File: src/rtl/pixel_alpha_compositor_macros.svh
// ----------------------------------------------------------------------------
// pixel_alpha_compositor_macros.svh
// Assertion macros for the pixel compositor. Empty when SYNTH is defined.
// ----------------------------------------------------------------------------
`ifndef PIXEL_ALPHA_COMPOSITOR_MACROS_SVH
`define PIXEL_ALPHA_COMPOSITOR_MACROS_SVH

`ifndef SYNTH

// Same-cycle implication, held off during reset
`define PAC_ASSERT_IMPL(label, clk, rst, ante, cons) \
   label: assert property (@(posedge clk) disable iff (rst) (ante) |-> (cons)) \
      else $error("pixel compositor: same-cycle check failed");

// Next-cycle implication, held off during reset
`define PAC_ASSERT_NEXT(label, clk, rst, ante, cons) \
   label: assert property (@(posedge clk) disable iff (rst) (ante) |=> (cons)) \
      else $error("pixel compositor: next-cycle check failed");

// Condition that must hold in the cycle after reset
`define PAC_ASSERT_RESET(label, clk, rst, cons) \
   label: assert property (@(posedge clk) (rst) |=> (cons)) \
      else $error("pixel compositor: post-reset check failed");

`else

`define PAC_ASSERT_IMPL(label, clk, rst, ante, cons)
`define PAC_ASSERT_NEXT(label, clk, rst, ante, cons)
`define PAC_ASSERT_RESET(label, clk, rst, cons)

`endif

`endif

File: src/rtl/pac_pkg.sv
// ----------------------------------------------------------------------------
// pac_pkg
// Shared widths, register indexes, control struct and the divide-by-255
// helper for the pixel compositor.
// ----------------------------------------------------------------------------
package pac_pkg;

   localparam int PIX_W      = 32;
   localparam int CHAN_W     = 8;
   localparam int NUM_CHAN   = 3;
   localparam int PROD_W     = 2 * CHAN_W;
   localparam int CSR_IDX_W  = 2;
   localparam int CSR_DATA_W = 8;

   localparam logic [CHAN_W-1:0] ALPHA_MAX = {CHAN_W{1'b1}};

   typedef logic [CSR_IDX_W-1:0] csr_index_type;

   localparam csr_index_type CSR_TEST_ENABLE     = 2'd0;
   localparam csr_index_type CSR_BLEND_ENABLE    = 2'd1;
   localparam csr_index_type CSR_ALPHA_REFERENCE = 2'd2;

   // Per-beat decision carried down the pipe
   typedef struct packed {
      logic blend;   // result is the blended pixel
      logic write;   // frame buffer pixel is written
   } ctrl_type;

   typedef logic [NUM_CHAN-1:0][PROD_W-1:0] prod_vec_type;
   typedef logic [NUM_CHAN-1:0][CHAN_W-1:0] chan_vec_type;

   // floor(x/255) for x up to 255*255: (x + (x >> 8) + 1) >> 8
   function automatic logic [CHAN_W-1:0] div255(input logic [PROD_W-1:0] x);
      logic [PROD_W:0] sum;
      sum = {1'b0, x} + (PROD_W+1)'(x >> CHAN_W) + (PROD_W+1)'(1);
      return sum[CHAN_W +: CHAN_W];
   endfunction

endpackage

File: src/rtl/pac_blend_pipe.sv
// ----------------------------------------------------------------------------
// pac_blend_pipe
// Three-stage blend datapath: per-channel products, divide by 255, then the
// channel sums and the output register. Each stage stalls only when full and
// blocked downstream.
// ----------------------------------------------------------------------------
module pac_blend_pipe (
   input  logic                          clock,
   input  logic                          reset,
   input  logic                          in_valid,
   output logic                          in_ready,
   input  logic [pac_pkg::PIX_W-1:0]     in_src,
   input  logic [pac_pkg::PIX_W-1:0]     in_opd,
   input  pac_pkg::ctrl_type             in_ctrl,
   output logic                          out_valid,
   input  logic                          out_ready,
   output logic [pac_pkg::PIX_W-1:0]     out_pixel,
   output logic                          out_write
);
   import pac_pkg::*;

   logic                 b_valid_ff, c_valid_ff, d_valid_ff;
   logic                 rdy_b, rdy_c, rdy_d;
   ctrl_type             b_ctrl_ff, c_ctrl_ff;
   logic [PIX_W-1:0]     b_opd_ff, c_opd_ff, d_pixel_ff;
   logic                 d_write_ff;
   logic [CHAN_W-1:0]    b_alpha_ff, c_alpha_ff;
   prod_vec_type         b_sprod_in, b_dprod_in, b_sprod_ff, b_dprod_ff;
   chan_vec_type         c_squo_in, c_dquo_in, c_squo_ff, c_dquo_ff;
   logic [PIX_W-1:0]     d_pixel_in;
   logic [CHAN_W-1:0]    in_alpha, in_alpha_inv;

   // Stage readiness, back from the output register
   assign rdy_d    = !d_valid_ff || out_ready;
   assign rdy_c    = !c_valid_ff || rdy_d;
   assign rdy_b    = !b_valid_ff || rdy_c;
   assign in_ready = rdy_b;

   // Stage B: source and operand products per channel
   assign in_alpha     = in_src[PIX_W-1 -: CHAN_W];
   assign in_alpha_inv = ALPHA_MAX - in_alpha;

   always_comb begin
      for (int i = 0; i < NUM_CHAN; i++) begin
         b_sprod_in[i] = PROD_W'(in_src[i*CHAN_W +: CHAN_W]) * PROD_W'(in_alpha);
         b_dprod_in[i] = PROD_W'(in_opd[i*CHAN_W +: CHAN_W]) * PROD_W'(in_alpha_inv);
      end
   end

   // Stage C: divide each product by 255
   always_comb begin
      for (int i = 0; i < NUM_CHAN; i++) begin
         c_squo_in[i] = div255(b_sprod_ff[i]);
         c_dquo_in[i] = div255(b_dprod_ff[i]);
      end
   end

   // Stage D: channel sums or pass-through pixel
   always_comb begin
      if (c_ctrl_ff.blend) begin
         d_pixel_in[PIX_W-1 -: CHAN_W] = c_alpha_ff;
         for (int i = 0; i < NUM_CHAN; i++) begin
            d_pixel_in[i*CHAN_W +: CHAN_W] = c_squo_ff[i] + c_dquo_ff[i];
         end
      end else begin
         d_pixel_in = c_opd_ff;
      end
   end

   // Valid bits
   always_ff @(posedge clock) begin
      if (reset) begin
         b_valid_ff <= 1'b0;
         c_valid_ff <= 1'b0;
         d_valid_ff <= 1'b0;
      end else begin
         if (rdy_b) b_valid_ff <= in_valid;
         if (rdy_c) c_valid_ff <= b_valid_ff;
         if (rdy_d) d_valid_ff <= c_valid_ff;
      end
   end

   // Payload registers
   always_ff @(posedge clock) begin
      if (in_valid && rdy_b) begin
         b_ctrl_ff  <= in_ctrl;
         b_opd_ff   <= in_opd;
         b_alpha_ff <= in_alpha;
         b_sprod_ff <= b_sprod_in;
         b_dprod_ff <= b_dprod_in;
      end
      if (b_valid_ff && rdy_c) begin
         c_ctrl_ff  <= b_ctrl_ff;
         c_opd_ff   <= b_opd_ff;
         c_alpha_ff <= b_alpha_ff;
         c_squo_ff  <= c_squo_in;
         c_dquo_ff  <= c_dquo_in;
      end
      if (c_valid_ff && rdy_d) begin
         d_pixel_ff <= d_pixel_in;
         d_write_ff <= c_ctrl_ff.write;
      end
   end

   assign out_valid = d_valid_ff;
   assign out_pixel = d_pixel_ff;
   assign out_write = d_write_ff;

endmodule

File: src/rtl/pixel_alpha_compositor.sv
// An accepted request beat passes through register stages A, B, C and D in turn.
// Throughput: one pixel per cycle while rsp_ready holds; four register stages,
// each holding one beat. A stalled response back-pressures stage by stage;
// empty stages keep filling. Reset (synchronous, active high) empties the pipe
// and clears all three configuration registers to zero.
// ----------------------------------------------------------------------------
// pixel_alpha_compositor
// Alpha test and source-over blend of ARGB8888 pixels, with a write flag.
// ----------------------------------------------------------------------------
module pixel_alpha_compositor (
   input  logic                             clock,
   input  logic                             reset,
   input  logic                             csr_write_enable,
   input  logic [pac_pkg::CSR_IDX_W-1:0]    csr_index,
   input  logic [pac_pkg::CSR_DATA_W-1:0]   csr_write_data,
   input  logic                             req_valid,
   output logic                             req_ready,
   input  logic [pac_pkg::PIX_W-1:0]        req_source_pixel,
   input  logic [pac_pkg::PIX_W-1:0]        req_dest_pixel,
   output logic                             rsp_valid,
   input  logic                             rsp_ready,
   output logic [pac_pkg::PIX_W-1:0]        rsp_result_pixel,
   output logic                             rsp_write_flag
);
   import pac_pkg::*;

`include "pixel_alpha_compositor_macros.svh"

   logic               test_enable_ff, blend_enable_ff;
   logic [CHAN_W-1:0]  alpha_reference_ff;

   logic               a_valid_ff, rdy_a, pipe_in_ready;
   ctrl_type           a_ctrl_ff, a_ctrl_in;
   logic [PIX_W-1:0]   a_src_ff, a_opd_ff, a_opd_in;
   logic [CHAN_W-1:0]  req_alpha, threshold;

   // Configuration registers
   always_ff @(posedge clock) begin
      if (reset) begin
         test_enable_ff     <= 1'b0;
         blend_enable_ff    <= 1'b0;
         alpha_reference_ff <= '0;
      end else if (csr_write_enable) begin
         case (csr_index)
            CSR_TEST_ENABLE:     test_enable_ff     <= csr_write_data[0];
            CSR_BLEND_ENABLE:    blend_enable_ff    <= csr_write_data[0];
            CSR_ALPHA_REFERENCE: alpha_reference_ff <= csr_write_data[CHAN_W-1:0];
            default: ;
         endcase
      end
   end

   // Stage A: alpha test and operand choice
   assign req_alpha = req_source_pixel[PIX_W-1 -: CHAN_W];
   assign threshold = test_enable_ff ? alpha_reference_ff : '0;

   always_comb begin
      a_ctrl_in.write = (req_alpha > threshold) || (!test_enable_ff && !blend_enable_ff);
      a_ctrl_in.blend = a_ctrl_in.write && blend_enable_ff;
      if (a_ctrl_in.blend) begin
         // with the test on, the written source blends over itself
         a_opd_in = test_enable_ff ? req_source_pixel : req_dest_pixel;
      end else begin
         a_opd_in = a_ctrl_in.write ? req_source_pixel : req_dest_pixel;
      end
   end

   assign rdy_a     = !a_valid_ff || pipe_in_ready;
   assign req_ready = rdy_a;

   always_ff @(posedge clock) begin
      if (reset) begin
         a_valid_ff <= 1'b0;
      end else if (rdy_a) begin
         a_valid_ff <= req_valid;
      end
   end

   always_ff @(posedge clock) begin
      if (req_valid && rdy_a) begin
         a_ctrl_ff <= a_ctrl_in;
         a_src_ff  <= req_source_pixel;
         a_opd_ff  <= a_opd_in;
      end
   end

   // Blend datapath and output register
   pac_blend_pipe u_blend_pipe (
      .clock     (clock),
      .reset     (reset),
      .in_valid  (a_valid_ff),
      .in_ready  (pipe_in_ready),
      .in_src    (a_src_ff),
      .in_opd    (a_opd_ff),
      .in_ctrl   (a_ctrl_ff),
      .out_valid (rsp_valid),
      .out_ready (rsp_ready),
      .out_pixel (rsp_result_pixel),
      .out_write (rsp_write_flag)
   );

   // Checks
   `PAC_ASSERT_RESET(a_reset_empty, clock, reset, !rsp_valid && !a_valid_ff)
   `PAC_ASSERT_IMPL(a_empty_out_accepts, clock, reset, !rsp_valid, req_ready)
   `PAC_ASSERT_IMPL(a_blend_implies_write, clock, reset,
                    a_valid_ff && a_ctrl_ff.blend, a_ctrl_ff.write)
   `PAC_ASSERT_NEXT(a_stage_a_holds, clock, reset,
                    a_valid_ff && !pipe_in_ready, a_valid_ff && $stable(a_opd_ff))

endmodule

File: config.mk
export PLATFORM = sky130hd
export DESIGN_NAME = pixel_alpha_compositor
export DESIGN_NICKNAME = d
export VERILOG_FILES = /design/src/rtl/pac_pkg.sv /design/src/rtl/pac_blend_pipe.sv /design/src/rtl/pixel_alpha_compositor.sv
export VERILOG_INCLUDE_DIRS = /design/src /design/src/rtl
export SDC_FILE = /design/constraint.sdc
export NUM_CORES = 1
export LEC_CHECK = 0
export ABC_AREA = 1
export CAP_MARGIN = 20
export CORE_ASPECT_RATIO = 0.9
export CORE_UTILIZATION = 28
export DETAILED_ROUTE_END_ITERATION = 16
export DONT_BUFFER_PORTS = 1
export GPL_TIMING_DRIVEN = 1
export PLACE_DENSITY = 0.53
export SLEW_MARGIN = 20
export SYNTH_ARGS = -nofsm -noshare
export SYNTH_HDL_FRONTEND = slang
export SYNTH_HIERARCHICAL = 1
export SYNTH_SLANG_ARGS = --single-unit
File: constraint.sdc
create_clock -name clock -period 4.2 [get_ports clock]
set_input_delay 0 -clock clock [delete_from_list [all_inputs] [get_ports clock]]
set_output_delay 0 -clock clock [all_outputs]
set_load 0.05 [all_outputs]
==> impl_metrics.ini <==
[detailed_routing]
via_per_inst = 4.42
drt-initial-drc-count = 1527
ant_nets = 0
avgRoutedWirePerCell_um = 15.2
finalWirelength_mm = 81.5
drt_first_pass_iters = 6
vias = 23800
drc = 0

[global_routing]
grt_pass1_wl_mm = 128
grt_pass1_vias = 23700
grt_max_degree = 68
grt_usage_pct = 14.7
grt_antenna_before_repair = 12
grt_overflow = 0

[sta]
period_minus_slack_ns = 4.08
setup_viol = 0
relSlewSlack_pct = 30.1
period_share_pct = 97.2
finalSetupTns_ns = 0
max_freq_mhz = 245
rsz0062_at_grt = yes
tightestPinTransition_ns = 1.05
finClkSkew_ns = 0.0388
maxSlewViolCount = 0
hold_viol_final = 0

[die]
die_h_um = 316
initial_core_util_pct = 28.4
core_area_um2 = 108000
fp.dieArea_um2 = 111000
io_pins = 114
die_w_um = 351
rows = 114

[worst_setup_path]
cp_cell_sequence = buf_4 > clkbuf_16 > nand2_1 > inv_1 > fa_1 > fa_1 > inv_1 > fa_1 > fa_1 > inv_1 > ha_4 > nand2_2 > o21ai_2 > nand3_1 > nand4_1 > nand2_1
worst_path_max_delay_cell = fa_1
critPathRequiredTime_ns = 4.53
path_buf_inv = 5
start_kind = flop
cp_max_fo = 15
path_class = flop to flop
cpMostUsedCell = fa_1
critical_path_arrival_ns = 4.41
cpPeakStageDelay_ns = 0.50
cp-end-kind = flop
cp_top_family = adder cells

[clock_tree]
clk_latency_ns = 0.59
cts.sinks = 341
path_clk_slew_ns = 0.06
ctsHtreeMaxLevel = 2
cts_root_buffer = clkbuf_16
cts_tree = yes
cts_buffer_depth = 3
numCtsBuffers = 41

[power_and_ir_drop]
powerDensity_nw_per_um2 = 560
max-vdd-ir-drop_uv = 285
leakage_uw = 0.0183

[logic_synthesis]
synth_area_um2 = 30700
synth.largest_area_cell = edfxtp_1
syn_area_per_cell_um2 = 8.24
synth.top_cell.area_share_pct = 32.0
yosysMostFrequentCell = nand2_1
yosysWarnings = 6
yosysSeqAreaShare_pct = 32.9
synth_cells = 3720
async_flop_share_pct = 0
ys.flop_type = edfxtp_1
synth-seq-cells = 341
syn-num-nets = 4305
synth_common_cells = 1,008 x nand2_1, 810 x inv_1, 330 x nor2_1
synth_area_leaders = edfxtp_1 32%, fa_1 14%, nand2_1 12%
synth.distinct_cells = 45
synth_edf_count = 327

[place]
dpl.cell_count = 5165
io_buffer_count = 0
gp_congestion = 0.870
dp_hpwl_mm = 61.9

[final_layout]
layout-drive-gt1-share_pct = 10.2
fin_util_pct = 33.5
areaGrowthSynthToFinish_pct = 17.9
final_nets = 4477
final-instance-count-excl-fill = 5374

[run]
maxCapViolCount = 0

[outcome]
status = completed

[min_path]
hp-class = input port to flop
sequential cells by signal (all words and copies together), names as in the netlist, 2 cells and up:
name and count:
u_blend_pipe/c_ctrl_ff 2, a_src_ff 32, u_blend_pipe/c_opd_ff 32, u_blend_pipe/b_ctrl_ff 2, u_blend_pipe/c_squo_ff 24, u_blend_pipe/c_dquo_ff 24, a_opd_ff 32, u_blend_pipe/b_sprod_ff 48
u_blend_pipe/b_alpha_ff 8, a_ctrl_ff 2, u_blend_pipe/b_opd_ff 32, u_blend_pipe/out_pixel 32, alpha_reference_ff 8, u_blend_pipe/c_alpha_ff 8, u_blend_pipe/b_dprod_ff 48
timing repair:
item	in CTS	in global routing
hold buffers	95	0
endpoints found under the hold margin	87	0
setup endpoints to repair	0	48
resized for setup	0	135
setup buffers	0	32
area by class of cell:
| class | instances | area [um2] |
|---|---|---|
| Fill cell | 11300 | 71800 |
| Multi-Input combinational cell | 2464 | 17600 |
| Sequential cell | 341 | 10100 |
| Inverter | 818 | 3090 |
| Timing Repair Buffer | 226 | 2230 |
| Tap cell | 1450 | 1810 |
| Clock buffer | 47 | 1070 |
| Clock inverter | 23 | 289 |
| Antenna cell | 5 | 12.5 |
per-stage QoR:
stage / total power (uW) / hold slack, ns / worst slack [ns] / cell area [um2]
finish: 20300 / 0.100 / 0.119 / 36200
floorplan: 12700 / 0.0691 / 0.171 / 30700
global placement: 15400 / 0.0706 / 0.0593 / 32800
detailed placement: 15400 / 0.0723 / 0.0585 / 32800
global route: 22200 / 0.0950 / -0.0666 / 36200
CTS: 19200 / 0.0613 / 0.0254 / 35200
worst paths after layout:
path | from | to | slack (ns) | cells past startpoint
worst max register to register | a_src_ff[27]$_DFFE_PP_ | u_blend_pipe/b_sprod_ff[15]$_DFFE_PP_ | 0.12 | 16
worst max-delay path | a_src_ff[27]$_DFFE_PP_ | u_blend_pipe/b_sprod_ff[15]$_DFFE_PP_ | 0.12 | 16
worst min-delay path | req_source_pixel[24] | a_src_ff[24]$_DFFE_PP_ | 0.10 | 1
worst min register to register | u_blend_pipe/b_opd_ff[8]$_DFFE_PP_ | u_blend_pipe/c_opd_ff[8]$_DFFE_PP_ | 0.42 | 0
kinds of logic (layout without fill, tap and decap cells):
family                     count (synthesis)  after routing  share of synthesized area [%]
muxes                                     32             32                           1.18
adders and majority gates                506            506                           26.0
buffers and inverters                    915           1114                           11.5
and+or+nand+nor                         1709           1709                           23.8
DFF                                      341            341                           32.9
xor gates and xnor gates                  54             54                           1.54
other                                      0              5                              0
AOI/OAI and AO/OA                        163            163                           2.99
report_power, final:
part           internal [uW]  total (uW)  switching, uW  leakage (uW)
sequential              4670        5190            516       0.00320
combinational           4680       11400           6750        0.0144
clock                   2190        3640           1450      0.000662
per-layer routing:
metal  GRT usage, %  wire [um]
met1           20.1      38100
met2           24.3      37200
met3           2.46       4660
met4           3.00       1560
met5              0         65
cell usage in the layout (no fill, tap or decap), types with 21 or more instances in the layout:
cell | synthesis | final
mux2_1 | 29 | 29
o21ai_0 | 29 | 29
nor3_1 | 28 | 28
fa_1 | 219 | 217
ha_1 | 287 | 263
nand4_1 | 77 | 77
nand2_1 | 1008 | 982
xor2_1 | 21 | 21
nand3_1 | 154 | 154
dlygate4sd3_1 | 0 | 95
nor2_2 | 1 | 27
xnor2_1 | 33 | 33
inv_1 | 810 | 801
nor2_1 | 330 | 304
edfxtp_1 | 327 | 327
buf_4 | 3 | 104
nand3_2 | 29 | 29
a21oi_1 | 98 | 78
nand2_2 | 32 | 58
clkbuf_16 | 0 | 49
No activity file was read; power rests on OpenSTA's default activity.
